--- config.mk ---
export PLATFORM = sky130hd
export DESIGN_NAME = optical_flow_frame_deframer_core
export DESIGN_NICKNAME = d
export VERILOG_FILES = /design/src/rtl/ofd_pkg.sv /design/src/rtl/ofd_parser.sv /design/src/rtl/optical_flow_frame_deframer_core.sv
export SDC_FILE = /design/constraint.sdc
export NUM_CORES = 1
export LEC_CHECK = 0
export ABC_AREA = 1
export BUFFER_PORTS_ARGS = -buffer_cell sky130_fd_sc_hd__clkbuf_2
export CORE_MARGIN = 8
export CORE_UTILIZATION = 55
export CTS_CLUSTER_DIAMETER = 30
export DETAILED_ROUTE_END_ITERATION = 8
export MAX_ROUTING_LAYER = met4
export PLACE_DENSITY = 0.84
export SETUP_SLACK_MARGIN = 0.3
export SYNTH_ARGS = -nofsm -noshare
export SYNTH_HDL_FRONTEND = slang
export SYNTH_SLANG_ARGS = --single-unit
--- constraint.sdc ---
create_clock -name clk -period 4.2 [get_ports clk]
set_input_delay 0.84 -clock clk [delete_from_list [all_inputs] [get_ports clk]]
set_output_delay 0.84 -clock clk [all_outputs]
set_load 0.01 [all_outputs]
--- src/rtl/ofd_pkg.sv ---
// ---------------------------------------------------------------------------
// ofd_pkg
// Shared constants and types for the optical flow frame deframer.
// ---------------------------------------------------------------------------
`default_nettype none

package ofd_pkg;

  localparam int unsigned PAY_LEN = 14;
  localparam int unsigned IDX_W   = $clog2(PAY_LEN);
  localparam int unsigned POS_W   = 5;

  localparam logic [POS_W-1:0] HDR_LEN      = 5'd4;
  localparam logic [POS_W-1:0] LAST_PAY_POS = 5'd17;
  localparam logic [POS_W-1:0] CR_POS       = 5'd18;

  localparam logic [7:0] BYTE_CR = 8'h0D;
  localparam logic [7:0] BYTE_LF = 8'h0A;

  // last member sits in the lowest bits
  typedef struct packed {
    logic        [31:0] frame_time;
    logic signed [7:0]  sub_y;
    logic signed [7:0]  sub_x;
    logic signed [7:0]  delta_z;
    logic        [7:0]  lightness;
    logic        [7:0]  reference;
    logic signed [7:0]  delta_y;
    logic signed [7:0]  delta_x;
    logic        [7:0]  quality;
    logic        [7:0]  reserved_byte;
  } ofd_result_t;

  localparam int unsigned OUT_W = $bits(ofd_result_t);

  // frame header "#JB#"
  function automatic logic [7:0] hdr_byte(input logic [1:0] idx);
    logic [7:0] b;
    case (idx)
      2'd0:    b = 8'h23;
      2'd1:    b = 8'h4A;
      2'd2:    b = 8'h42;
      default: b = 8'h23;
    endcase
    return b;
  endfunction

endpackage

`default_nettype wire

--- src/rtl/ofd_parser.sv ---
// ---------------------------------------------------------------------------
// ofd_parser
// Frame position tracking, payload store and checksum for one byte a cycle.
// ---------------------------------------------------------------------------
`default_nettype none

module ofd_parser (
  input  wire                 clk,
  input  wire                 rst_n,
  input  wire                 byte_valid,
  input  wire  [7:0]          byte_data,
  output logic                res_valid,
  output ofd_pkg::ofd_result_t res_data
);

  logic [ofd_pkg::POS_W-1:0] pos_r;
  logic [ofd_pkg::POS_W-1:0] pos_nxt;
  logic [7:0]                sum_r;
  logic [7:0]                sum_nxt;
  logic [7:0]                store_r [ofd_pkg::PAY_LEN];
  logic                      wr_en;
  logic [ofd_pkg::IDX_W-1:0] wr_idx;
  logic [ofd_pkg::POS_W-1:0] pay_off;

  assign pay_off = pos_r - ofd_pkg::HDR_LEN;
  assign wr_idx  = pay_off[ofd_pkg::IDX_W-1:0];

  always_comb begin
    pos_nxt   = pos_r;
    sum_nxt   = sum_r;
    wr_en     = 1'b0;
    res_valid = 1'b0;
    if (byte_valid) begin
      if (pos_r < ofd_pkg::HDR_LEN) begin
        // mismatch restarts without rechecking this byte
        if (byte_data != ofd_pkg::hdr_byte(pos_r[1:0])) begin
          pos_nxt = '0;
        end else begin
          pos_nxt = pos_r + 5'd1;
          sum_nxt = '0;
        end
      end else if (pos_r <= ofd_pkg::LAST_PAY_POS) begin
        wr_en   = 1'b1;
        sum_nxt = sum_r + byte_data;
        pos_nxt = pos_r + 5'd1;
      end else if (pos_r == ofd_pkg::CR_POS) begin
        if (sum_r != 8'd0 || byte_data != ofd_pkg::BYTE_CR) begin
          pos_nxt = '0;
        end else begin
          pos_nxt = pos_r + 5'd1;
        end
      end else begin
        pos_nxt   = '0;
        res_valid = (byte_data == ofd_pkg::BYTE_LF);
      end
    end
  end

  always_ff @(posedge clk) begin
    if (!rst_n) begin
      pos_r <= '0;
      sum_r <= '0;
    end else begin
      pos_r <= pos_nxt;
      sum_r <= sum_nxt;
    end
  end

  always_ff @(posedge clk) begin
    if (wr_en) begin
      store_r[wr_idx] <= byte_data;
    end
  end

  always_comb begin
    res_data.reserved_byte = store_r[0];
    res_data.quality       = store_r[1];
    res_data.delta_x       = store_r[2];
    res_data.delta_y       = store_r[3];
    res_data.reference     = store_r[4];
    res_data.lightness     = store_r[5];
    res_data.delta_z       = store_r[6];
    res_data.sub_x         = store_r[7];
    res_data.sub_y         = store_r[8];
    // little-endian timestamp
    res_data.frame_time    = {store_r[12], store_r[11], store_r[10], store_r[9]};
  end

endmodule

`default_nettype wire

--- src/rtl/optical_flow_frame_deframer_core.sv ---
// ---------------------------------------------------------------------------
// optical_flow_frame_deframer_core
// Finds "#JB#" + 14 payload bytes + CR LF frames in a serial byte stream and
// emits the payload fields of each frame with a good checksum.
// ---------------------------------------------------------------------------
//  channel | dir | payload                          | width
//  in_     | in  | rx_byte                          | 8
//  out_    | out | payload fields of one good frame | 104
//
//  one byte is taken per cycle while in_tready is high; the frame state updates in the accepting cycle
//  a result appears in the output register in the cycle after the LF byte is accepted
//  in_tready drops only while a result sits unclaimed and out_tready is low
//  rst_n (synchronous) returns the parser to the first header byte and
//  empties the output register; the payload store keeps its contents
// ---------------------------------------------------------------------------
`default_nettype none

module optical_flow_frame_deframer_core (
  input  wire                         clk,
  input  wire                         rst_n,
  input  wire                         in_tvalid,
  output logic                        in_tready,
  input  wire  [7:0]                  in_tdata,   // [7:0] rx_byte
  output logic                        out_tvalid,
  input  wire                         out_tready,
  // [7:0] reserved_byte, [15:8] quality, [23:16] delta_x, [31:24] delta_y,
  // [39:32] reference, [47:40] lightness, [55:48] delta_z, [63:56] sub_x,
  // [71:64] sub_y, [103:72] frame_time
  output logic [ofd_pkg::OUT_W-1:0]   out_tdata
);

  logic                 in_accept;
  logic                 res_valid;
  ofd_pkg::ofd_result_t res_data;
  logic                 out_valid_r;
  logic                 out_valid_nxt;
  ofd_pkg::ofd_result_t out_data_r;

  assign in_tready = !out_valid_r || out_tready;
  assign in_accept = in_tvalid && in_tready;

  ofd_parser u_parser (
    .clk        (clk),
    .rst_n      (rst_n),
    .byte_valid (in_accept),
    .byte_data  (in_tdata),
    .res_valid  (res_valid),
    .res_data   (res_data)
  );

  always_comb begin
    out_valid_nxt = out_valid_r;
    if (res_valid) begin
      out_valid_nxt = 1'b1;
    end else if (out_tready) begin
      out_valid_nxt = 1'b0;
    end
  end

  always_ff @(posedge clk) begin
    if (!rst_n) begin
      out_valid_r <= 1'b0;
    end else begin
      out_valid_r <= out_valid_nxt;
    end
  end

  always_ff @(posedge clk) begin
    if (res_valid) begin
      out_data_r <= res_data;
    end
  end

  assign out_tvalid = out_valid_r;
  assign out_tdata  = out_data_r;

endmodule

`default_nettype wire

### After elaboration in Yosys (flattened, before gate mapping)

Memories as Yosys holds them, arrays and structs flattened. A register that Yosys moved wholly into a read port is not among the register bits.
Cells that the tools add are included.

* $add $sub $neg: 3
* magnitude comparators: 2
* mux-type cells: 22
* eq/ne operators: 7
* reductions and logical operators: 8

Operator list (number)
* 8-bit two-way mux: 5
* 5-bit two-way mux: 5
* 7-bit case mux with 2 select lines: 1
* 1-bit two-way mux: 11
* 8-bit adder: 1
* 8-bit by 4-bit == test with 1-bit output, second input constant: 1
* 8-bit by 4-bit inequality test with 1-bit output, second input constant: 1
* 8-bit inequality test: 1
* 8-bit nonzero test: 1
* 5-bit by 1-bit adder with 5-bit output, second input constant: 1
* 5-bit == test, second input constant: 1
* 5-bit <= comparator, second input constant: 1
* 5-bit by 3-bit < comparator with 1-bit output, second input constant: 1
* 2-bit nonzero test: 2
* 4-bit by 3-bit subtractor with 4-bit output, second input constant: 1
* 3-bit AND reduction: 1
* 2-bit by 1-bit == test with 1-bit output, second input constant: 1
* 2-bit == test, second input constant: 1
* 1-bit logical OR: 2
* 2-bit inequality test, second input constant: 1
* 1-bit logical AND: 1
* 1-bit logical NOT: 1

* bits in registers: 14
* output and inout bits: 106
* memories: 1
* bits of input ports: 12
* word-level logic and storage cells: 46
* bits in writable memories: 112

Memory list
* u_parser.store_r: words 14, width 8, rd ports 13, clocked after Yosys merged registers in 13, wr ports 1, line ofd_parser.sv:20 `logic [7:0] store_r [ofd_pkg::PAY_LEN];`

### Longest topological paths before layout

Gate-level depths: netlist (run 1).

* word-level depth: 7
* gate-level depth with buffers: 12
* mapped depth without buffers: 12

### Hierarchy

From an unflattened synthesis (run 1), not the netlist that was laid out.

* cells, all modules: 427
* area, all modules: 7584.8 um^2

By module, submodules not included
* ofd_parser: area each 4408.0 um^2, instances 1, cells each 316, seq. area each 3383.2 um^2
* optical_flow_frame_deframer_core: area each 3176.8 um^2, instances 1, cells each 111, seq. area each 3143.0 um^2

### Worst setup path after synthesis (run 1)

Ideal clock, no wire load.

* kind: input to register
* start point: in out_tready
* end point: reg, netlist name out_tdata[0]
* stages on the path: 6
* setup time: 0.458 ns
* setup slack: 0.194 ns
* buffers on the path: 0
* data required time: 3.742 ns
* arrival time: 3.548 ns
* cells stage by stage: inv_1 > nand2_1 > nand2_2 > nor4_1 > nand2_1 > inv_1

* cells in the longest elaborated chain, start to end: 3

Ends and longest elaborated chain
* start: declaration: line optical_flow_frame_deframer_core.sv:25 `input wire out_tready,`
* 1-bit logical OR: line optical_flow_frame_deframer_core.sv:39 `assign in_tready = !out_valid_r || out_tready;`
* via in_tready: line optical_flow_frame_deframer_core.sv:22 `output logic in_tready,`
* 1-bit logical AND: line optical_flow_frame_deframer_core.sv:40 `assign in_accept = in_tvalid && in_tready;`
* 1-bit two-way mux: line ofd_parser.sv:33 `if (byte_valid) begin`

The timed path passes the listed nets, and every way through them passes these cells.
A chain may end at the register's enable or synchronous reset.

### Worst setup path after layout (run 1)

* start point: reg u_parser.pos_r[1] (netlist bit)
* end point: mem u_parser.store_r[2][3] (enable)

* cells in the longest elaborated chain, start to end: 6
* elaborated cells on any way between the ends: 8
* those cells by class: 1 x add/sub; 2 x order compare; 5 x mux

Ends and longest elaborated chain
* start: declaration: line ofd_parser.sv:16 `logic [ofd_pkg::POS_W-1:0] pos_r;`
* start signal: assignment: line ofd_parser.sv:64 `pos_r <= pos_nxt;`
* 5-bit <= comparator: line ofd_parser.sv:42 `end else if (pos_r <= ofd_pkg::LAST_PAY_POS) begin`
* 1-bit two-way mux: line ofd_parser.sv:42
* 1-bit two-way mux: line ofd_parser.sv:34 `if (pos_r < ofd_pkg::HDR_LEN) begin`
* 1-bit two-way mux: line ofd_parser.sv:33
* 1-bit two-way mux: line ofd_parser.sv:70 `if (wr_en) begin`
* 1-bit two-way mux (implied by the code): line ofd_parser.sv:71 `store_r[wr_idx] <= byte_data;`
* end: declaration: line ofd_parser.sv:20

Several ways; a longest one is shown, not always the timed one.

==> results of run 1 <==
==> registers in the layout, indices dropped and copies added, names as in the netlist <==
name and flops:
out_tdata 104, u_parser.store_r 104, u_parser.sum_r 8, u_parser.pos_r 5
out_tvalid 1
==> cells in the mapped netlist, types with 2 or more instances <==
library cell  count
o21ai_0           2
dfxtp_1          14
nor2_1           29
edfxtp_1        208
a21oi_1          15
inv_1            25
xnor2_1           4
ha_1             12
nand3_1          13
nand2_1          42
nand4_1           5
xor2_1            2
inv_2             6
nand2_4           3
nor3_1            9
nor2_4            2
==> worst max-delay path by stage <==
stage,startpoint,endpoint,slack (ns)
after CTS,u_parser.pos_r[1],u_parser.store_r[2][3],1.45
after detailed placement,in_tdata[1],out_tdata[42],1.02
after global routing,u_parser.pos_r[1],u_parser.store_r[2][3],1.21
after global placement,in_tdata[1],out_tdata[41],1.22
after floorplan,out_tready,out_tdata[0],0.92
final,u_parser.pos_r[1],u_parser.store_r[2][3],1.45
==> metrics by stage <==
| stage | cells | cell area [sq um] | util (%) | power, mW | worst slack (ns) |
|---|---|---|---|---|---|
| floorplan | 402 | 7510 | - | 2.46 | 0.920 |
| global placement | 705 | 8400 | 63.2 | 2.50 | 1.22 |
| detailed placement | 705 | 8400 | 63.2 | 2.50 | 1.02 |
| CTS | 758 | 9410 | 70.8 | 4.96 | 1.45 |
| global route | 758 | 9410 | 70.8 | 5.06 | 1.21 |
| finish | 758 | 9410 | 70.8 | 4.93 | 1.45 |
==> routing by layer <==
layer | track usage [%] | vias to the layer above | routed length, um
li1 | - | 1804 | -
met1 | 20.9 | 1921 | 6080
met2 | 29.5 | 243 | 7570
met3 | 4.50 | 39 | 1440
met4 | 6.75 | 0 | 376
met5 | - | - | 0
==> cells by family (layout without fill, tap and decap cells) <==
group,Yosys count,count (layout)
DFF,222,222
adders and majority gates,13,13
buffers and inverters,31,211
and+or+nand+nor,108,108
AOI/OAI and AO/OA,22,22
xor gates and xnor gates,6,6
==> cell type report <==
class	instances	area [sq um]
clock buffer	32	779
clock inverter	21	230
fill	817	3880
inverter	31	120
multi-input combinational	149	862
sequential	222	6530
tap	176	220
timing repair buffer	127	673
==> power by group through the flow <==
stage | Sequential [mW] | Clock, mW | Combinational [mW]
after floorplan | 2.45 | 0 | 0.0186
after global placement | 2.45 | 0 | 0.0520
after detailed placement | 2.45 | 0 | 0.0554
after CTS | 2.40 | 2.50 | 0.0561
after global routing | 2.40 | 2.60 | 0.0613
final | 2.40 | 2.47 | 0.0568
==> critical path: stages (launching register included) <==
cell and delay (ns):
dfxtp_1 0.35, inv_1 0.20, ha_1 0.21, inv_1 0.09, o21ai_1 0.14, a21oi_4 0.13
nor3_4 0.27, inv_2 0.14, nor3_1 0.84
==> summary.txt, run 1 <==
Run status
  • Outcome: completed

Floorplanning
  • Cell Rows: 42
  • Die Span X: ~130 um
  • Die H: around 130 um
  • Core area: approximately 13000 sq um
  • I/O pin count: about 120
  • Die area: roughly 18000 sq um
  • Initial Util: between 50% and 60%

Placed design
  • RePlAce Congestion: 0.940
  • DP Wirelength: between 10 and 15 mm
  • Buffers on Ports: ~120

Synthesis
  • Simple-Gate Fraction of Synth Area: slightly below 7%
  • Xor-xnor portion of the synthesized cell area: 0.700%
  • Synth Area in Adders: under 10%
  • YS warnings: 0
  • Synthesized instance count: between 400 and 500
  • Asr flop ratio synth: 0%
  • Dominant synthesized flop cell: edfxtp_1
  • Compound-Gate Fraction of Synth Area: 1.73%
  • Seq/Total Area, Yosys: 87.0%
  • Synth cell types: 27
  • Mean Syn Cell Area: 18.7 sq um
  • Main combinational cell family by area after synthesis: simple AND/OR/NAND/NOR gates
  • Post-synthesis mux area share: 0%
  • Synth top area cells: edfxtp_1 (83%), dfxtp_1 (3.7%), nand2_1 (2.1%), ha_1 (2.0%), nor2_1 (1.5%)
  • Yosys top cell area share: 83.2%
  • Synthesized flop and latch total: roughly 220
  • Syn Std Cell Area: around 7500 sq um
  • Yosys top cell by area: edfxtp_1
  • EDFF count, synth: 208
  • Synthesized Nets: about 430

Clock network
  • CTS Root Cell: clkbuf_16
  • Clock buffer depth: 3
  • Clk Latency, worst-skew pair: 0.52 ns
  • Reg clk slew, reported paths: about 0.06 ns
  • CTS resizes: 0
  • Clock sink total: about 220
  • Post-CTS Setup Bufs: 0
  • CTS Buf Count: 30
  • Hold buffers post-CTS: 0
  • CTS tree: done
  • H-tree Lvls: 1

STA
  • RSZ-0062 raised after global routing: no
  • Total negative slack: 0 ns
  • Hold Slack: 0.413 ns
  • F_max: around 0.36 GHz
  • Slew headroom: a little over a quarter
  • Final Hold Viols: 0
  • Worst-Margin Slew: 1.08 ns
  • Period utilization: around two thirds
  • Fin crit period: approximately 2.7 ns
  • Max Slew Vio Count: 0
  • Layout Skew: 0.0117 ns
  • Final setup viols: 0

Setup path
  • Critical R2R Launch: u_parser.pos_r[1]
  • Arrival time worst endpoint: 2.88 ns
  • R2R Setup Slk: between 1 and 1.5 ns
  • Worst Reg2Reg Path Length in Cells: 8
  • Worst path required time: between 4 and 5 ns
  • Crit Path Category: reg -> reg
  • Crit path launch type: register
  • Worst R2R End: u_parser.store_r[2][3]
  • CP max FO: 9
  • Worst Setup End Kind: register

Detailed routing
  • Wire length per cell: a little over 20 um
  • Pre-antenna DRT Iters: 5
  • Vias: about 4000
  • Detailed router's first-iteration violation count: 346
  • Residual DRC count: 0
  • Final wirelength: roughly 15 mm
  • Antenna Violating Nets Remaining: 0
  • Via density: ~5.3

Min path
  • Hold_sp: u_parser.store_r[12][6]
  • Hold Crit Class: reg -> reg
  • Hold Path End: out_tdata[102]
  • Number of cells on the worst hold path: 0

Power
  • Sw Ratio: 19.7%
  • Clk network pwr share: between 50% and 60%
  • Peak supply drop: between 0.0004 and 0.0005 V
  • Sequential Power Share: 48.7%
  • NetSw: ~1000 uW
  • Pint: slightly below 4 mW
  • Combinational share of power: about 1.2%
  • P_leak: between 3 and 4 nW
  • P per Cell Area: around 520 nW/um^2

Global routing
  • Largest net degree at the start of global routing: 54
  • Vias in the first global route: between 4000 and 5000
  • Remaining global-route overflow: 0
  • First-pass GRT wire length: 23.9 mm
  • Initial antenna violation count: 0
  • GRT Util Overall: between 10% and 20%

Cells and area
  • Synthesis-to-layout area growth: 25.4%
  • Share of layout cells above drive strength 1: about a third
  • Commonest non-fill, non-tap cells in the layout: edfxtp_1 (208), clkbuf_2 (117), nand2_1 (42), clkbuf_16 (31), nor2_1 (29)
  • Nets: 586
  • Ant. Diodes: 0
  • Commonest non-fill, non-tap cell in the layout: edfxtp_1

Run
  • Max cap viols: 0
(Power assumes the default switching activity.)
==> run 2: changes to the inputs <==
- ABC_AREA: 1 -> 0
- CORE_UTILIZATION: 55 -> 50
- PLACE_DENSITY: 0.84 -> 0.81
- clock period: 4.2 -> 2.2 ns (I/O delays scaled with it)
==> summary.txt, run 2 <==
Run status
  • Outcome: finished with violations
  • Failing checks: setup timing

STA
  • Final setup viols: 71
  • Max Slew Vio Count: 0
  • Layout Skew: between 0.015 and 0.02 ns
  • RSZ-0062 raised after global routing: yes
  • Hold Slack: 0.251 ns
  • Period utilization: 103%
  • Final Hold Viols: 0
  • F_max: between 0.4 and 0.5 GHz
  • Slew headroom: between 70 and 80%
  • Fin crit period: 2.26 ns
  • Worst setup margin: -0.0604 ns
  • Total negative slack: -2.25 ns
  • Worst-Margin Slew: 0.384 ns

Floorplanning
  • Die H: between 100 and 150 um
  • Die Span X: between 100 and 150 um
  • Initial Util: 50.3%
  • I/O pin count: between 100 and 150
  • Die area: just under 20000 sq um
  • Core area: approximately 15000 sq um
  • Cell Rows: 45

Synthesis
  • Synth Area in Adders: ~2.3%
  • Yosys top cell by area: edfxtp_1
  • Dominant synthesized flop cell: edfxtp_1
  • Synthesized Nets: slightly below 400
  • Main combinational cell family by area after synthesis: simple AND/OR/NAND/NOR gates
  • Simple-Gate Fraction of Synth Area: between 6 and 7%
  • Synth cell types: 47
  • Yosys top cell area share: 83.2%
  • Mean Syn Cell Area: around 21 sq um
  • Most instantiated cells after synthesis: edfxtp_1 (208), dfxtp_1 (14), ha_1 (12), nand2_1 (12)
  • Xor-xnor portion of the synthesized cell area: less than 1%
  • Post-synthesis mux area share: 0%
  • Most numerous cell in the Yosys netlist: edfxtp_1
  • Syn Std Cell Area: between 7000 and 8000 sq um
  • Synthesized flop and latch total: approximately 220
  • Compound-Gate Fraction of Synth Area: under 10%
  • YS warnings: 0
  • EDFF count, synth: about 210
  • Synth top area cells: edfxtp_1 (83%), dfxtp_1 (3.7%), ha_1 (2.0%), and3_1 (0.83%), a21oi_1 (0.67%)
  • Seq/Total Area, Yosys: between 80% and 90%
  • Asr flop ratio synth: 0%
  • Synthesized instance count: about 370

Clock network
  • Clk Latency, worst-skew pair: around 0.50 ns
  • Clock sink total: ~220
  • CTS Root Cell: clkbuf_16
  • CTS Buf Count: 35
  • H-tree Lvls: 2
  • CTS tree: done
  • Hold buffers post-CTS: 0
  • Clock buffer depth: 3
  • Reg clk slew, reported paths: 0.06 ns

Detailed routing
  • Wire length per cell: around 23 um
  • Antenna Violating Nets Remaining: 0
  • Detailed router's first-iteration violation count: 344
  • Final wirelength: 18.3 mm
  • Via density: 5.32
  • Pre-antenna DRT Iters: 4
  • Residual DRC count: 0
  • Vias: between 4000 and 5000

Power
  • Peak supply drop: slightly below 0.0005 V
  • P per Cell Area: 971 nW/um^2
  • P_leak: approximately 4.1 nW

Cells and area
  • Share of layout cells above drive strength 1: between 40 and 50%
  • Ant. Diodes: 0
  • Commonest non-fill, non-tap cell in the layout: edfxtp_1
  • Synthesis-to-layout area growth: 45.0%
  • Commonest non-fill, non-tap cells in the layout: edfxtp_1 (208), clkbuf_2 (117), clkbuf_16 (39), buf_4 (35), buf_6 (16)
  • Nets: between 600 and 700
  • Post-route cell area: between 10000 and 15000 sq um

Setup path
  • Crit Path Category: reg -> reg
  • Critical Path End: out_tdata[7]
  • Worst R2R End: out_tdata[7]
  • Worst Setup End Kind: register
  • Arrival time worst endpoint: between 2 and 2.5 ns
  • Critical R2R Launch: u_parser.pos_r[0]
  • CP max FO: 6
  • R2R Setup Slk: -0.06 ns
  • Worst Reg2Reg Path Length in Cells: 9
  • Worst path required time: about 2.4 ns
  • CP startpoint: u_parser.pos_r[0]
  • Crit path launch type: register

Run
  • Max cap viols: 0

Placed design
  • Buffers on Ports: 117
  • Area after DPL: around 8600 sq um
  • DP Wirelength: ~10 mm
  • RePlAce Congestion: between 0.8 and 0.9

Global routing
  • Largest net degree at the start of global routing: 19
  • GRT Util Overall: roughly a fifth
  • Remaining global-route overflow: 0
  • Vias in the first global route: between 4000 and 5000
  • First-pass GRT wire length: between 20 and 30 mm
  • Initial antenna violation count: 0

Min path
  • Hold Crit Class: in -> reg
## run 2: changes by cell type after synthesis, moves of 5 or more
cell     before  now
nor2b_1       0    5
nand2_1      42   12
and3_1        0   10
nand3_1      13    6
nor4_1        1    7
nor3_1        9    4
a21oi_1      15   10
inv_1        25    7
nor2_1       29    9
inv_2         6    0
## run 2: power breakdown
part / leakage, nW / internal [mW] / total (mW) / switching [mW]
clock network: 0.627 / 3.84 / 5.86 / 2.02
logic: 1.44 / 0.0450 / 0.137 / 0.0922
registers: 1.98 / 4.58 / 4.58 / 0.0000647
total: 4.05 / 8.46 / 10.6 / 2.11
## run 2: how the worst min path moves through the flow
| stage | start | end | slack (ns) | depth (start not counted) |
|---|---|---|---|---|
| final | in_tdata[2] | u_parser.store_r[1][2] | 0.25 | 1 |
| after global routing | in_tdata[2] | u_parser.store_r[1][2] | 0.25 | 1 |
| after CTS | in_tdata[2] | u_parser.store_r[1][2] | 0.21 | 1 |
| after detailed placement | u_parser.store_r[0][0] | out_tdata[0] | 0.40 | 0 |
| after global placement | u_parser.store_r[6][7] | out_tdata[55] | 0.40 | 0 |
| after floorplan | u_parser.store_r[0][0] | out_tdata[0] | 0.40 | 0 |
## run 2: kinds of logic (layout without fill, tap and decap cells)
| logic type | count (synthesis) | after routing |
|---|---|---|
| AOI/OAI and AO/OA | 35 | 35 |
| xor gates and xnor gates | 2 | 2 |
| adders and majority gates | 13 | 13 |
| buffers and inverters | 14 | 265 |
| DFF | 222 | 222 |
| and+or+nand+nor | 80 | 80 |
## run 2: stage by stage
| stage | std cells | worst slack, ns | total power, mW | util [%] |
|---|---|---|---|---|
| final | 805 | -0.0604 | 10.6 | 73.0 |
| after global placement | 695 | -0.00322 | 4.79 | 57.8 |
| after CTS | 792 | 0.0935 | 10.6 | 70.6 |
| after global routing | 805 | -0.123 | 10.8 | 73.0 |
| after floorplan | 366 | -0.206 | 4.70 | - |
| after detailed placement | 695 | -0.0223 | 4.79 | 57.8 |
## run 2: final cells by class
class	count	area, sq um
Fill cell	821	4030
Sequential cell	222	6540
Clock inverter	25	353
Tap cell	188	235
Multi-Input combinational cell	130	1140
Timing Repair Buffer	195	1660
Clock buffer	37	926
Inverter	8	37.5
## run 2: timing repair
item | in CTS | in global routing
buffers inserted | 24 | 11
cloned | 11 | 2
pin swaps | 5 | 22
gates resized for setup | 31 | 43
setup endpoints to repair | 150 | 197
## run 2: routing by layer
metal  GRT usage, %  wire length (um)  vias up
met1           21.6              7190     2126
li1               -                 -     1921
met3           5.21              1180       46
met2           30.7              9280      193
met5              -                 0        -
met4           7.32               620        0
## run 2: critical path, stage by stage, from the launching register on
cell,delay (ns)
dfxtp_4,0.37
buf_4,0.15
ha_4,0.15
o21bai_4,0.16
a21boi_2,0.21
buf_4,0.18
and4b_4,0.31
buf_12,0.17
buf_12,0.13
clkbuf_16,0.13
